$ cat config.mk
export PLATFORM = sky130hd
export DESIGN_NAME = canonical_huffman_bit_decoder
export DESIGN_NICKNAME = d
export VERILOG_FILES = /design/src/sv/chd_pkg.sv /design/src/sv/canonical_huffman_bit_decoder.sv
export SDC_FILE = /design/constraint.sdc
export NUM_CORES = 2
export LEC_CHECK = 0
export BUFFER_PORTS_ARGS = -buffer_cell sky130_fd_sc_hd__buf_2
export CAP_MARGIN = 20
export CORE_MARGIN = 2
export CORE_UTILIZATION = 45
export CTS_CLUSTER_DIAMETER = 200
export DETAILED_ROUTE_END_ITERATION = 12
export SLEW_MARGIN = 20
export SYNTH_ARGS = -nofsm -noshare
export SYNTH_HDL_FRONTEND = slang
export SYNTH_SLANG_ARGS = --single-unit
$ cat constraint.sdc
create_clock -name clk -period 5.6 [get_ports clk]
set_input_delay 0.84 -clock clk [delete_from_list [all_inputs] [get_ports clk]]
set_output_delay 0.84 -clock clk [all_outputs]
set_load 0.1 [all_outputs]
$ cat src/sv/chd_pkg.sv
`timescale 1ns / 1ps
// Shared types and constants for the canonical Huffman bit decoder.
// No dependencies; imported by canonical_huffman_bit_decoder.
package chd_pkg;

  localparam int MAX_LEVELS  = 16;
  localparam int LVL_AW      = $clog2(MAX_LEVELS);
  localparam int LVL_W       = $clog2(MAX_LEVELS + 1);
  localparam int TABLE_DEPTH = 256;
  localparam int TAB_AW      = $clog2(TABLE_DEPTH);
  localparam int SLOT_W      = TAB_AW + 2;
  localparam int CODE_W      = 17;
  localparam int OFS_W       = 9;
  localparam int ROOM_W      = 18;
  localparam int TOTAL_W     = 12;
  localparam int CNT_W       = 8;
  localparam int SYM_W       = 8;
  localparam int CFG_DW      = 9;

  localparam logic [ROOM_W-1:0] INIT_ROOM = ROOM_W'(2);
  localparam logic [LVL_W-1:0]  LEVEL_RST = LVL_W'(16);

  localparam logic CFG_LEVEL_COUNT  = 1'b0;
  localparam logic CFG_SYMBOL_COUNT = 1'b1;

  typedef enum logic [1:0] {
    ACT_LOAD_COUNT  = 2'd0,
    ACT_LOAD_SYMBOL = 2'd1,
    ACT_CHECK       = 2'd2,
    ACT_DECODE      = 2'd3
  } action_t;

  typedef enum logic [2:0] {
    ST_ACCEPT    = 3'd0,
    ST_MORE      = 3'd1,
    ST_SYMBOL    = 3'd2,
    ST_LEAVES    = 3'd3,
    ST_MISMATCH  = 3'd4,
    ST_TOOLONG   = 3'd5,
    ST_UNCHECKED = 3'd6
  } status_t;

  typedef enum logic [2:0] {
    S_IDLE,
    S_CHK,
    S_DEC,
    S_SYM,
    S_HOLD
  } state_t;

endpackage

$ cat src/sv/canonical_huffman_bit_decoder.sv
`timescale 1ns / 1ps
// Canonical Huffman decoder, one coded bit per transaction, with table check.
// Depends on chd_pkg.
//
// Loads, a decode on an unchecked table and a code-too-long decode finish
// straight from the idle state. A decode bit that needs more bits waits for
// the registered read of the per-length count memory. A decode bit that
// completes a code does the count read, then the registered symbol memory
// read. A table check walks the used levels with one count memory read per
// level. A result sits in an output register, so the next transaction is
// taken while it waits; when the register is still full at the end of an
// item the block holds the result and waits before taking more.
module canonical_huffman_bit_decoder
  import chd_pkg::*;
(
  input  logic              clk,
  input  logic              rst,
  input  logic              in_valid,
  output logic              in_ready,
  input  logic [1:0]        action,
  input  logic [7:0]        index,
  input  logic [7:0]        data,
  input  logic              bit_req,
  output logic              out_valid,
  input  logic              out_ready,
  output logic [2:0]        status,
  output logic [SYM_W-1:0]  symbol,
  input  logic              cfg_we,
  input  logic              cfg_index,
  input  logic [CFG_DW-1:0] cfg_data
);

  state_t state, state_next;

  logic [LVL_W-1:0]  level_count;
  logic [OFS_W-1:0]  symbol_count;
  logic [LVL_W-1:0]  used_lv;

  // count memory with per-entry valid bits, symbol memory without
  logic [CNT_W-1:0]  count_mem [MAX_LEVELS];
  logic              count_vld [MAX_LEVELS];
  logic [CNT_W-1:0]  cnt_q;
  logic              cnt_rd, cnt_we;
  logic [LVL_AW-1:0] cnt_raddr;
  logic [SYM_W-1:0]  sym_mem [TABLE_DEPTH];
  logic [SYM_W-1:0]  sym_q;
  logic              sym_rd, sym_we;
  logic [TAB_AW-1:0] sym_raddr;

  logic [CODE_W-1:0]  code_accum, code_accum_next;
  logic [CODE_W-1:0]  first_code, first_code_next;
  logic [OFS_W-1:0]   symbol_offset, symbol_offset_next;
  logic [LVL_W-1:0]   walk_level, walk_level_next;
  logic               table_valid, table_valid_next;
  logic [ROOM_W-1:0]  room, room_next;
  logic [TOTAL_W-1:0] total, total_next;
  logic               bit_q;

  logic               res_fire;
  status_t            res_status;
  logic [SYM_W-1:0]   res_symbol;
  status_t            pend_status;
  logic [SYM_W-1:0]   pend_symbol;
  status_t            status_q;
  logic               out_free;

  logic               in_fire, decode_go;
  logic [LVL_W-1:0]   walk_inc;
  logic [CODE_W-1:0]  ca_shift, fc_shift, diff;
  logic [ROOM_W-1:0]  limit, room_sub;
  logic               hit;
  logic [SLOT_W-1:0]  slot;
  logic               slot_ok;
  logic               chk_done, chk_over, mismatch;

  assign used_lv  = (level_count > LVL_W'(MAX_LEVELS)) ? LVL_W'(MAX_LEVELS) : level_count;
  assign in_ready = (state == S_IDLE);
  assign in_fire  = in_valid && in_ready;
  assign out_free = !out_valid || out_ready;
  assign status   = status_q;

  assign decode_go = (action == ACT_DECODE) && table_valid && (walk_level < used_lv);
  assign walk_inc  = walk_level + LVL_W'(1);

  // decode step arithmetic
  assign ca_shift = {code_accum[CODE_W-2:0], bit_q};
  assign fc_shift = {first_code[CODE_W-2:0], 1'b0};
  assign limit    = {1'b0, fc_shift} + ROOM_W'(cnt_q);
  assign hit      = {1'b0, ca_shift} < limit;
  assign diff     = ca_shift - fc_shift;
  assign slot     = SLOT_W'(diff[CNT_W-1:0]) + SLOT_W'(symbol_offset);
  assign slot_ok  = slot < SLOT_W'(TABLE_DEPTH);
  assign sym_raddr = slot[TAB_AW-1:0];

  // table check arithmetic
  assign chk_done = walk_level >= used_lv;
  assign chk_over = room < ROOM_W'(cnt_q);
  assign room_sub = room - ROOM_W'(cnt_q);
  assign mismatch = (total != TOTAL_W'(symbol_count))
                 || (symbol_count > OFS_W'(TABLE_DEPTH));

  // next state
  always_comb begin
    state_next = state;
    case (state)
      S_IDLE: begin
        if (in_valid) begin
          if (action == ACT_CHECK) state_next = S_CHK;
          else if (decode_go) state_next = S_DEC;
          else if (!out_free) state_next = S_HOLD;
        end
      end
      S_CHK: begin
        if (chk_done || chk_over) state_next = out_free ? S_IDLE : S_HOLD;
      end
      S_DEC: begin
        if (hit && slot_ok) state_next = S_SYM;
        else state_next = out_free ? S_IDLE : S_HOLD;
      end
      S_SYM:   state_next = out_free ? S_IDLE : S_HOLD;
      S_HOLD:  state_next = out_free ? S_IDLE : S_HOLD;
      default: state_next = S_IDLE;
    endcase
  end

  // datapath and result selection
  always_comb begin
    res_fire           = 1'b0;
    res_status         = ST_ACCEPT;
    res_symbol         = '0;
    cnt_we             = 1'b0;
    sym_we             = 1'b0;
    cnt_rd             = 1'b0;
    cnt_raddr          = walk_level[LVL_AW-1:0];
    sym_rd             = 1'b0;
    code_accum_next    = code_accum;
    first_code_next    = first_code;
    symbol_offset_next = symbol_offset;
    walk_level_next    = walk_level;
    table_valid_next   = table_valid;
    room_next          = room;
    total_next         = total;
    case (state)
      S_IDLE: begin
        if (in_valid) begin
          case (action)
            ACT_LOAD_COUNT, ACT_LOAD_SYMBOL: begin
              cnt_we             = (action == ACT_LOAD_COUNT) && (index < 8'(MAX_LEVELS));
              sym_we             = (action == ACT_LOAD_SYMBOL)
                                && ({1'b0, index} < 9'(TABLE_DEPTH));
              table_valid_next   = 1'b0;
              code_accum_next    = '0;
              first_code_next    = '0;
              symbol_offset_next = '0;
              walk_level_next    = '0;
              res_fire           = 1'b1;
              res_status         = ST_ACCEPT;
            end
            ACT_CHECK: begin
              // walk_level counts levels during the check
              cnt_rd             = 1'b1;
              cnt_raddr          = '0;
              table_valid_next   = 1'b0;
              code_accum_next    = '0;
              first_code_next    = '0;
              symbol_offset_next = '0;
              walk_level_next    = '0;
              room_next          = INIT_ROOM;
              total_next         = '0;
            end
            ACT_DECODE: begin
              if (!table_valid) begin
                res_fire   = 1'b1;
                res_status = ST_UNCHECKED;
              end else if (!decode_go) begin
                res_fire           = 1'b1;
                res_status         = ST_TOOLONG;
                code_accum_next    = '0;
                first_code_next    = '0;
                symbol_offset_next = '0;
                walk_level_next    = '0;
              end else begin
                cnt_rd = 1'b1;
              end
            end
            default: ;
          endcase
        end
      end
      S_CHK: begin
        if (chk_done) begin
          res_fire         = 1'b1;
          res_status       = mismatch ? ST_MISMATCH : ST_ACCEPT;
          table_valid_next = !mismatch;
          walk_level_next  = '0;
        end else if (chk_over) begin
          res_fire        = 1'b1;
          res_status      = ST_LEAVES;
          walk_level_next = '0;
        end else begin
          total_next      = total + TOTAL_W'(cnt_q);
          room_next       = {room_sub[ROOM_W-2:0], 1'b0};
          walk_level_next = walk_inc;
          cnt_rd          = 1'b1;
          cnt_raddr       = walk_inc[LVL_AW-1:0];
        end
      end
      S_DEC: begin
        if (hit) begin
          code_accum_next    = '0;
          first_code_next    = '0;
          symbol_offset_next = '0;
          walk_level_next    = '0;
          if (slot_ok) begin
            sym_rd = 1'b1;
          end else begin
            res_fire   = 1'b1;
            res_status = ST_SYMBOL;
          end
        end else begin
          code_accum_next    = ca_shift;
          first_code_next    = limit[CODE_W-1:0];
          symbol_offset_next = symbol_offset + OFS_W'(cnt_q);
          walk_level_next    = walk_inc;
          res_fire           = 1'b1;
          res_status         = ST_MORE;
        end
      end
      S_SYM: begin
        res_fire   = 1'b1;
        res_status = ST_SYMBOL;
        res_symbol = sym_q;
      end
      S_HOLD: begin
        res_fire   = 1'b1;
        res_status = pend_status;
        res_symbol = pend_symbol;
      end
      default: ;
    endcase
  end

  always_ff @(posedge clk) begin
    if (rst) begin
      state         <= S_IDLE;
      level_count   <= LEVEL_RST;
      symbol_count  <= '0;
      code_accum    <= '0;
      first_code    <= '0;
      symbol_offset <= '0;
      walk_level    <= '0;
      table_valid   <= 1'b0;
      out_valid     <= 1'b0;
    end else begin
      state         <= state_next;
      code_accum    <= code_accum_next;
      first_code    <= first_code_next;
      symbol_offset <= symbol_offset_next;
      walk_level    <= walk_level_next;
      table_valid   <= table_valid_next;
      if (cfg_we) begin
        case (cfg_index)
          CFG_LEVEL_COUNT:  level_count  <= cfg_data[LVL_W-1:0];
          CFG_SYMBOL_COUNT: symbol_count <= cfg_data[OFS_W-1:0];
          default: ;
        endcase
      end
      if (res_fire && out_free) out_valid <= 1'b1;
      else if (out_ready) out_valid <= 1'b0;
    end
  end

  // payload registers
  always_ff @(posedge clk) begin
    room  <= room_next;
    total <= total_next;
    if (in_fire) bit_q <= bit_req;
    if (res_fire && out_free) begin
      status_q <= res_status;
      symbol   <= res_symbol;
    end
    if (res_fire && !out_free) begin
      pend_status <= res_status;
      pend_symbol <= res_symbol;
    end
  end

  // count memory: valid bits make unwritten entries read as zero
  always_ff @(posedge clk) begin
    if (cnt_we) count_mem[index[LVL_AW-1:0]] <= data;
    if (cnt_rd) begin
      cnt_q <= count_vld[cnt_raddr] ? count_mem[cnt_raddr] : '0;
    end
  end

  always_ff @(posedge clk) begin
    if (rst) begin
      for (int i = 0; i < MAX_LEVELS; i++) count_vld[i] <= 1'b0;
    end else if (cnt_we) begin
      count_vld[index[LVL_AW-1:0]] <= 1'b1;
    end
  end

  // symbol memory
  always_ff @(posedge clk) begin
    if (sym_we) sym_mem[index[TAB_AW-1:0]] <= data;
    if (sym_rd) sym_q <= sym_mem[sym_raddr];
  end

`ifndef ASSERT_OFF
  a_valid_fall: assert property (@(posedge clk) disable iff (rst)
    $fell(table_valid) |-> $past(in_fire) && ($past(action) != ACT_DECODE))
    else $error("table_valid dropped without a load or check");

  a_sym_read: assert property (@(posedge clk) disable iff (rst)
    sym_rd |-> (state == S_DEC) && table_valid)
    else $error("symbol read outside a decode step");

  a_sym_entry: assert property (@(posedge clk) disable iff (rst)
    (state == S_SYM) |-> $past(state == S_DEC))
    else $error("symbol state entered without a decode step");

  a_hold: assert property (@(posedge clk) disable iff (rst)
    res_fire && !out_free |=> (state == S_HOLD))
    else $error("result not held while output register full");

  a_port_conflict: assert property (@(posedge clk) disable iff (rst)
    cnt_we |-> !cnt_rd && !sym_rd)
    else $error("count memory written and read in one cycle");
`endif

endmodule
[After elaboration in Yosys (flattened, before gate mapping)]
Memory sizes are Yosys's and may differ from the RTL's. A register that Yosys moved wholly into a read port is not among the register bits.
Index checks and enable logic that the tools add are counted.
Storage, ports and cells
  bits in registers: 118
  logic and storage cells: 183
  memory bits (read-only): 0
  bits in latches: 0
  memory bits (writable): 2192
  bits of input ports: 34
  memories: 3
  output and inout port bits: 13
Cells by class
  order comparisons: 8
  reductions and logical operators: 31
  mux-type cells: 99
  multipliers: 0
  divide/modulo/power cells: 0
  add/subtract/negate cells: 7
  shift operators: 0
  eq/ne operators: 18
  bitwise operators: 1
Memory list
  sym_mem: depth 256, width 8, read ports 1, clocked after Yosys merged registers in 1, write ports 1, line canonical_huffman_bit_decoder.sv:45  | logic [SYM_W-1:0] sym_mem [TABLE_DEPTH];
  count_mem: depth 16, width 8, read ports 1, clocked after Yosys merged registers in 1, write ports 1, line canonical_huffman_bit_decoder.sv:40  | logic [CNT_W-1:0] count_mem [MAX_LEVELS];
  count_vld: depth 16, width 1, read ports 1, clocked after Yosys merged registers in 0, write ports 16, line canonical_huffman_bit_decoder.sv:41  | logic count_vld [MAX_LEVELS];
Operators with widths (count)
  one-hot mux 16 bit (2 select lines): 3
  2-to-1 mux 16 bit: 5
  2-to-1 mux 18 bit: 4
  2-to-1 mux 12 bit: 4
  2-to-1 mux 3 bit: 14
  2-to-1 mux 1 bit: 36
  2-to-1 mux 9 bit: 4
  one-hot mux 18 bit (2 select lines): 1
  one-hot mux 9 bit (2 select lines): 2
  2-to-1 mux 5 bit: 7
  one-hot mux 12 bit (2 select lines): 1
  2-to-1 mux 4 bit: 5
  adder 17 x 8 -> 18 bit: 1
  less-than comparator 17 x 18 -> 1 bit: 1
  less-than comparator 18 x 8 -> 1 bit: 1
  subtractor 17 x 8 -> 17 bit: 1
  one-hot mux 8 bit (2 select lines): 1
  one-hot mux 3 bit (5 select lines): 1
  one-hot mux 5 bit (3 select lines): 1
  adder 12 x 8 -> 12 bit: 1
  inequality test 12 x 9 -> 1 bit: 1
  inequality test 2 bit, second input constant: 6
  one-hot mux 3 bit (4 select lines): 1
  AND reduction 4 bit: 3
  37 further kinds: 59

[Longest topological paths before layout]
  depth in word-level cells: 11
  depth in mapped cells: 21
  depth with buffers taken out: 19

[Worst setup path after synthesis]
Ideal clock, no wire load.
  path type: register to register
  start: register state[0]
  end: memory sym_mem[182][0], enable pin
  clock period less this slack: 5.007 ns
  path slack: 0.593 ns
  library setup time: 0.370 ns
  cell stages (with the launch flop): 10
  path buffers: 2
  data arrival time: 4.637 ns
  required time: 5.230 ns
  cell sequence: dfxtp_1 -> clkbuf_1 -> nor3_1 -> nand2_1 -> nor3_1 -> nand2_1 -> nor2_1 -> nand3_1 -> clkbuf_1 -> nor2_1
Between the ends
  cells in the longest elaborated chain, start to end: 4
Ends and longest elaborated chain
  start: declaration: line canonical_huffman_bit_decoder.sv:33  | state_t state, state_next;
  start signal: assignment: line canonical_huffman_bit_decoder.sv:255  | state <= state_next;
  logical NOT 3 bit
  net in_ready: line canonical_huffman_bit_decoder.sv:19  | output logic in_ready,
  2-to-1 mux 1 bit: line canonical_huffman_bit_decoder.sv:143  | case (state)
  2-to-1 mux 1 bit: line canonical_huffman_bit_decoder.sv:306  | if (sym_we) sym_mem[index[TAB_AW-1:0]] <= data;
  2-to-1 mux 1 bit (not written as such): line canonical_huffman_bit_decoder.sv:306
  end: declaration: line canonical_huffman_bit_decoder.sv:45
The timed path passes the listed nets, and every way through them passes these cells.

[Worst setup path after layout]
  start: register cnt_q[1] (read register of count_mem)
  end: register sym_q[7] (read register of sym_mem), enable pin
Between the ends
  cells in the longest elaborated chain, start to end: 4
Ends and longest elaborated chain
  start: declaration: line canonical_huffman_bit_decoder.sv:42  | logic [CNT_W-1:0] cnt_q;
  adder 17 x 8 -> 18 bit: line canonical_huffman_bit_decoder.sv:88  | assign limit = {1'b0, fc_shift} + ROOM_W'(cnt_q);
  less-than comparator 17 x 18 -> 1 bit: line canonical_huffman_bit_decoder.sv:89  | assign hit = {1'b0, ca_shift} < limit;
  2-to-1 mux 1 bit: line canonical_huffman_bit_decoder.sv:209  | if (hit) begin
  2-to-1 mux 1 bit: line canonical_huffman_bit_decoder.sv:143
  net sym_rd: line canonical_huffman_bit_decoder.sv:47  | logic sym_rd, sym_we;
  end: declaration: line canonical_huffman_bit_decoder.sv:46  | logic [SYM_W-1:0] sym_q;
The timed path passes the listed nets, and every way through them passes these cells.
A chain may end at the register's enable or synchronous reset.

==> summary.txt <==
STA
  • Fmax: 194 MHz
  • Pins Over Slew Limit: 0
  • Setup_tns: 0 ns
  • Tcrit/Tclk final: 91.9%
  • Setup Skew: 0.0358 ns
  • Fin. Hold Viols: 0
  • Min Tclk post-route: 5.15 ns
  • RSZ-0062 raised after global routing: no
  • Slew HR: 22.2%
  • Slew @ Worst Pin: 1.17 ns
  • Final setup violation count: 0

Synthesis
  • Post-synthesis net count: 4548
  • Mapped Cells: 4441
  • Async S/R FF share, synth: 0%
  • #FFs+latches synth: 2325
  • Most used DFF post-synth: edfxtp_1
  • Post-synth cell types: 78
  • Avg Cell Area, Syn: 20.8 um2
  • Register area share after synthesis: 74.7%
  • Cell area after synthesis: 92400 um2
  • Yosys warnings: 0
  • Post-synth EDFFs: 2244

Clock network
  • # clock sinks: 2325
  • # hold bufs at CTS: 0
  • CTS tree: done
  • Root Driver: clkbuf_16
  • Skew-Pair Late Insertion Delay: 0.85 ns
  • Total setup buffers inserted after CTS: 0
  • CTS Buffer Depth: 3
  • Reg clk slew, reported paths: 0.06 ns
  • CTS Buf Count: 230
  • Depth of the CTS H-tree: 4
  • PostCTS Resize Cnt: 0

Power and ir drop
  • Psw: 7.40 mW
  • Leakage: 32.3 nW
  • Logic pwr share: 3.6%
  • Clock power share: 43.1%
  • Internal Power: 28.4 mW
  • Pwr Density: 344 nW/um2
  • Total power draw: 35.9 mW
  • Flop pwr share: 53.3%
  • Switching Fraction: 20.7%
  • Worst VDD drop: 241 uV

Status
  • Status: finished clean

Drt
  • Via count: 44500
  • Routed Antenna Nets: 0
  • Via/cell ratio: 5.94
  • Initial DRC Count: 5052
  • Total routed wirelength: 221 mm
  • DRT Pass-1 Iters: 8
  • Post-route DRC: 0
  • Detailed-route wire length per cell: 29.4 um

Global routing
  • Gr ovfl total: 0
  • GRT Resource Usage Total: 21.1%
  • Vias in the first global route: 44800
  • Global-route wire length before repair: 322 mm
  • Largest net degree at the start of global routing: 155
  • Initial antenna violation count: 7

Floorplan
  • Die X-Extent: 457 um
  • Total die area: 209000 um2
  • Die Ht: 457 um
  • Initial Util: 45.2%
  • Total I/O pin count: 47
  • Standard-cell rows: 166
  • Core Area: 204000 um2

Final layout
  • Layout cells sized above 1: 25.2%
  • Fillers: 16100
  • Layout Nets: 4715
  • Area grow syn2layout: 12.8%

Worst setup path
  • Worst path depth: 16
  • WP buf/inv: 0
  • Worst-path maximum fanout: 10
  • CP Class: flop to flop
  • CP Launch Type: flop
  • WP data arrival: 5.61 ns
  • Delay-heaviest family, CP: compound AO/OA/AOI/OAI gates
  • Crit. End Element: flop
  • Max stage delay cell, worst path: and3b_1
  • R2R depth: 16
  • Slowest cell delay on critical path: 0.76 ns
  • Critical path required time: 6.07 ns
  • Worst path cell trace: ha_1 > fa_1 > a21o_1 > a21oi_1 > nor2b_1 > o21ai_0 > a21oi_1 > nand2_1 > xor2_1 > ha_1 > a211o_1 > a2111oi_0 > o21ai_0 > a31oi_1 > a31o_2 > and3b_1

Worst hold path
  • Hold WC Path Type: input port to flop
  • Hold path depth: 1

Placed design
  • Routability-driven placement congestion ratio: 0.811
  • DP Wirelength: 133 mm
  • # port buffers: 46

Job
  • Max_cap viols: 0
per-layer routing:
metal	track usage [%]	share of wire, %	vias up
li1	-	-	18700
met1	31.0	43	23900
met2	33.6	48	1572
met3	3.34	6.5	278
met4	4.91	2.1	4
met5	0	0.11	-
stage by stage:
step	area [um2]	hold slack (ns)	util (%)	setup WS [ns]	std cells
finish	104000	0.238	51.0	0.455	7496
global route	104000	0.192	51.0	0.128	7494
CTS	104000	0.182	51.0	0.467	7491
detailed placement	96600	0.451	47.3	0.485	7063
global placement	96600	0.441	47.3	0.542	7062
floorplan	92400	0.432	-	0.593	4441
final cells by class:
class	count	area, um2	area share, %
diodes	4	10.0	0.00960
flip-flops and latches	2325	69000	66.2
clock inverters	146	1490	1.43
well taps	2688	3360	3.23
inverters	43	161	0.155
multi-input cells	1830	22400	21.5
repair buffers	178	1730	1.66
clock buffers	282	6080	5.83
synthesized netlist by cell type, types with 8 or more instances:
| library cell | instances | area [um2] |
|---|---|---|
| nand3_1 | 33 | 165 |
| nor2_1 | 406 | 1520 |
| dfxtp_1 | 81 | 1620 |
| xor2_1 | 18 | 158 |
| nor3b_2 | 8 | 100 |
| mux2i_1 | 100 | 1000 |
| inv_1 | 43 | 161 |
| ha_1 | 67 | 838 |
| a21o_1 | 25 | 188 |
| nor2b_1 | 57 | 357 |
| a22o_1 | 9 | 78.8 |
| mux4_2 | 648 | 14600 |
| and3_1 | 8 | 50.1 |
| o21ai_0 | 32 | 160 |
| xnor2_1 | 34 | 298 |
| clkbuf_1 | 152 | 571 |
| buf_1 | 59 | 221 |
| o32ai_1 | 9 | 78.8 |
| o21a_1 | 10 | 75.1 |
| edfxtp_1 | 2244 | 67400 |
| nand2b_1 | 12 | 75.1 |
| mux4_1 | 12 | 315 |
| a22oi_1 | 29 | 218 |
| nand2_1 | 72 | 270 |
| o22ai_1 | 8 | 50.1 |
| a211oi_1 | 32 | 240 |
| buf_2 | 24 | 120 |
| nor3_1 | 16 | 80.1 |
| a21oi_1 | 91 | 455 |
logic make-up after synthesis:
kind of cell	count (synthesis)	share of synthesized area (%)
flip-flops	2325	74.7
XOR/XNOR	52	0.493
buffers and inverters	286	1.26
AND/OR/NAND/NOR	652	3.15
adder cells (fa/ha/maj)	73	1.04
AO/OA/AOI/OAI	289	2.10
multiplexers	764	17.3
power by group through the flow:
stage	Clock (mW)	Sequential [mW]	Combinational, mW
2_1_floorplan	0	19.5	0.663
3_3_place_gp	0	19.5	1.30
3_5_place_dp	0	19.5	1.31
4_1_cts	15.7	19.1	1.31
5_1_grt	16.4	19.1	1.38
6_report	15.4	19.1	1.29
worst paths after layout:
check	endpoint	slack (ns)	startpoint
worst min-delay path	bit_q	0.24	bit_req
worst max register to register	sym_q[7]	0.45	cnt_q[1]
worst min register to register	count_vld[1]	0.46	count_vld[1]
worst max-delay path	sym_q[7]	0.45	cnt_q[1]
cell usage in the layout, fill, tap and decap left out, types with 55 or more instances in the layout:
cell          n
mux4_2      648
nand2_1      63
edfxtp_1   2244
clkbuf_16   235
a21oi_1      90
buf_4        98
dfxtp_1      81
nor2b_1      57
ha_1         66
clkinv_1     55
mux2i_1     100
nor2_1      405
registers in the layout, indices dropped and copies added, names as in the netlist, 3 cells and up:
signal	cells
cnt_q	8
code_accum	16
count_mem	128
count_vld	16
first_code	16
level_count	5
pend_status	3
pend_symbol	8
room	17
state	3
status	3
sym_mem	2048
sym_q	8
symbol	8
symbol_count	9
symbol_offset	9
total	12
walk_level	5
Note: power is estimated with default switching activity, not from simulation.
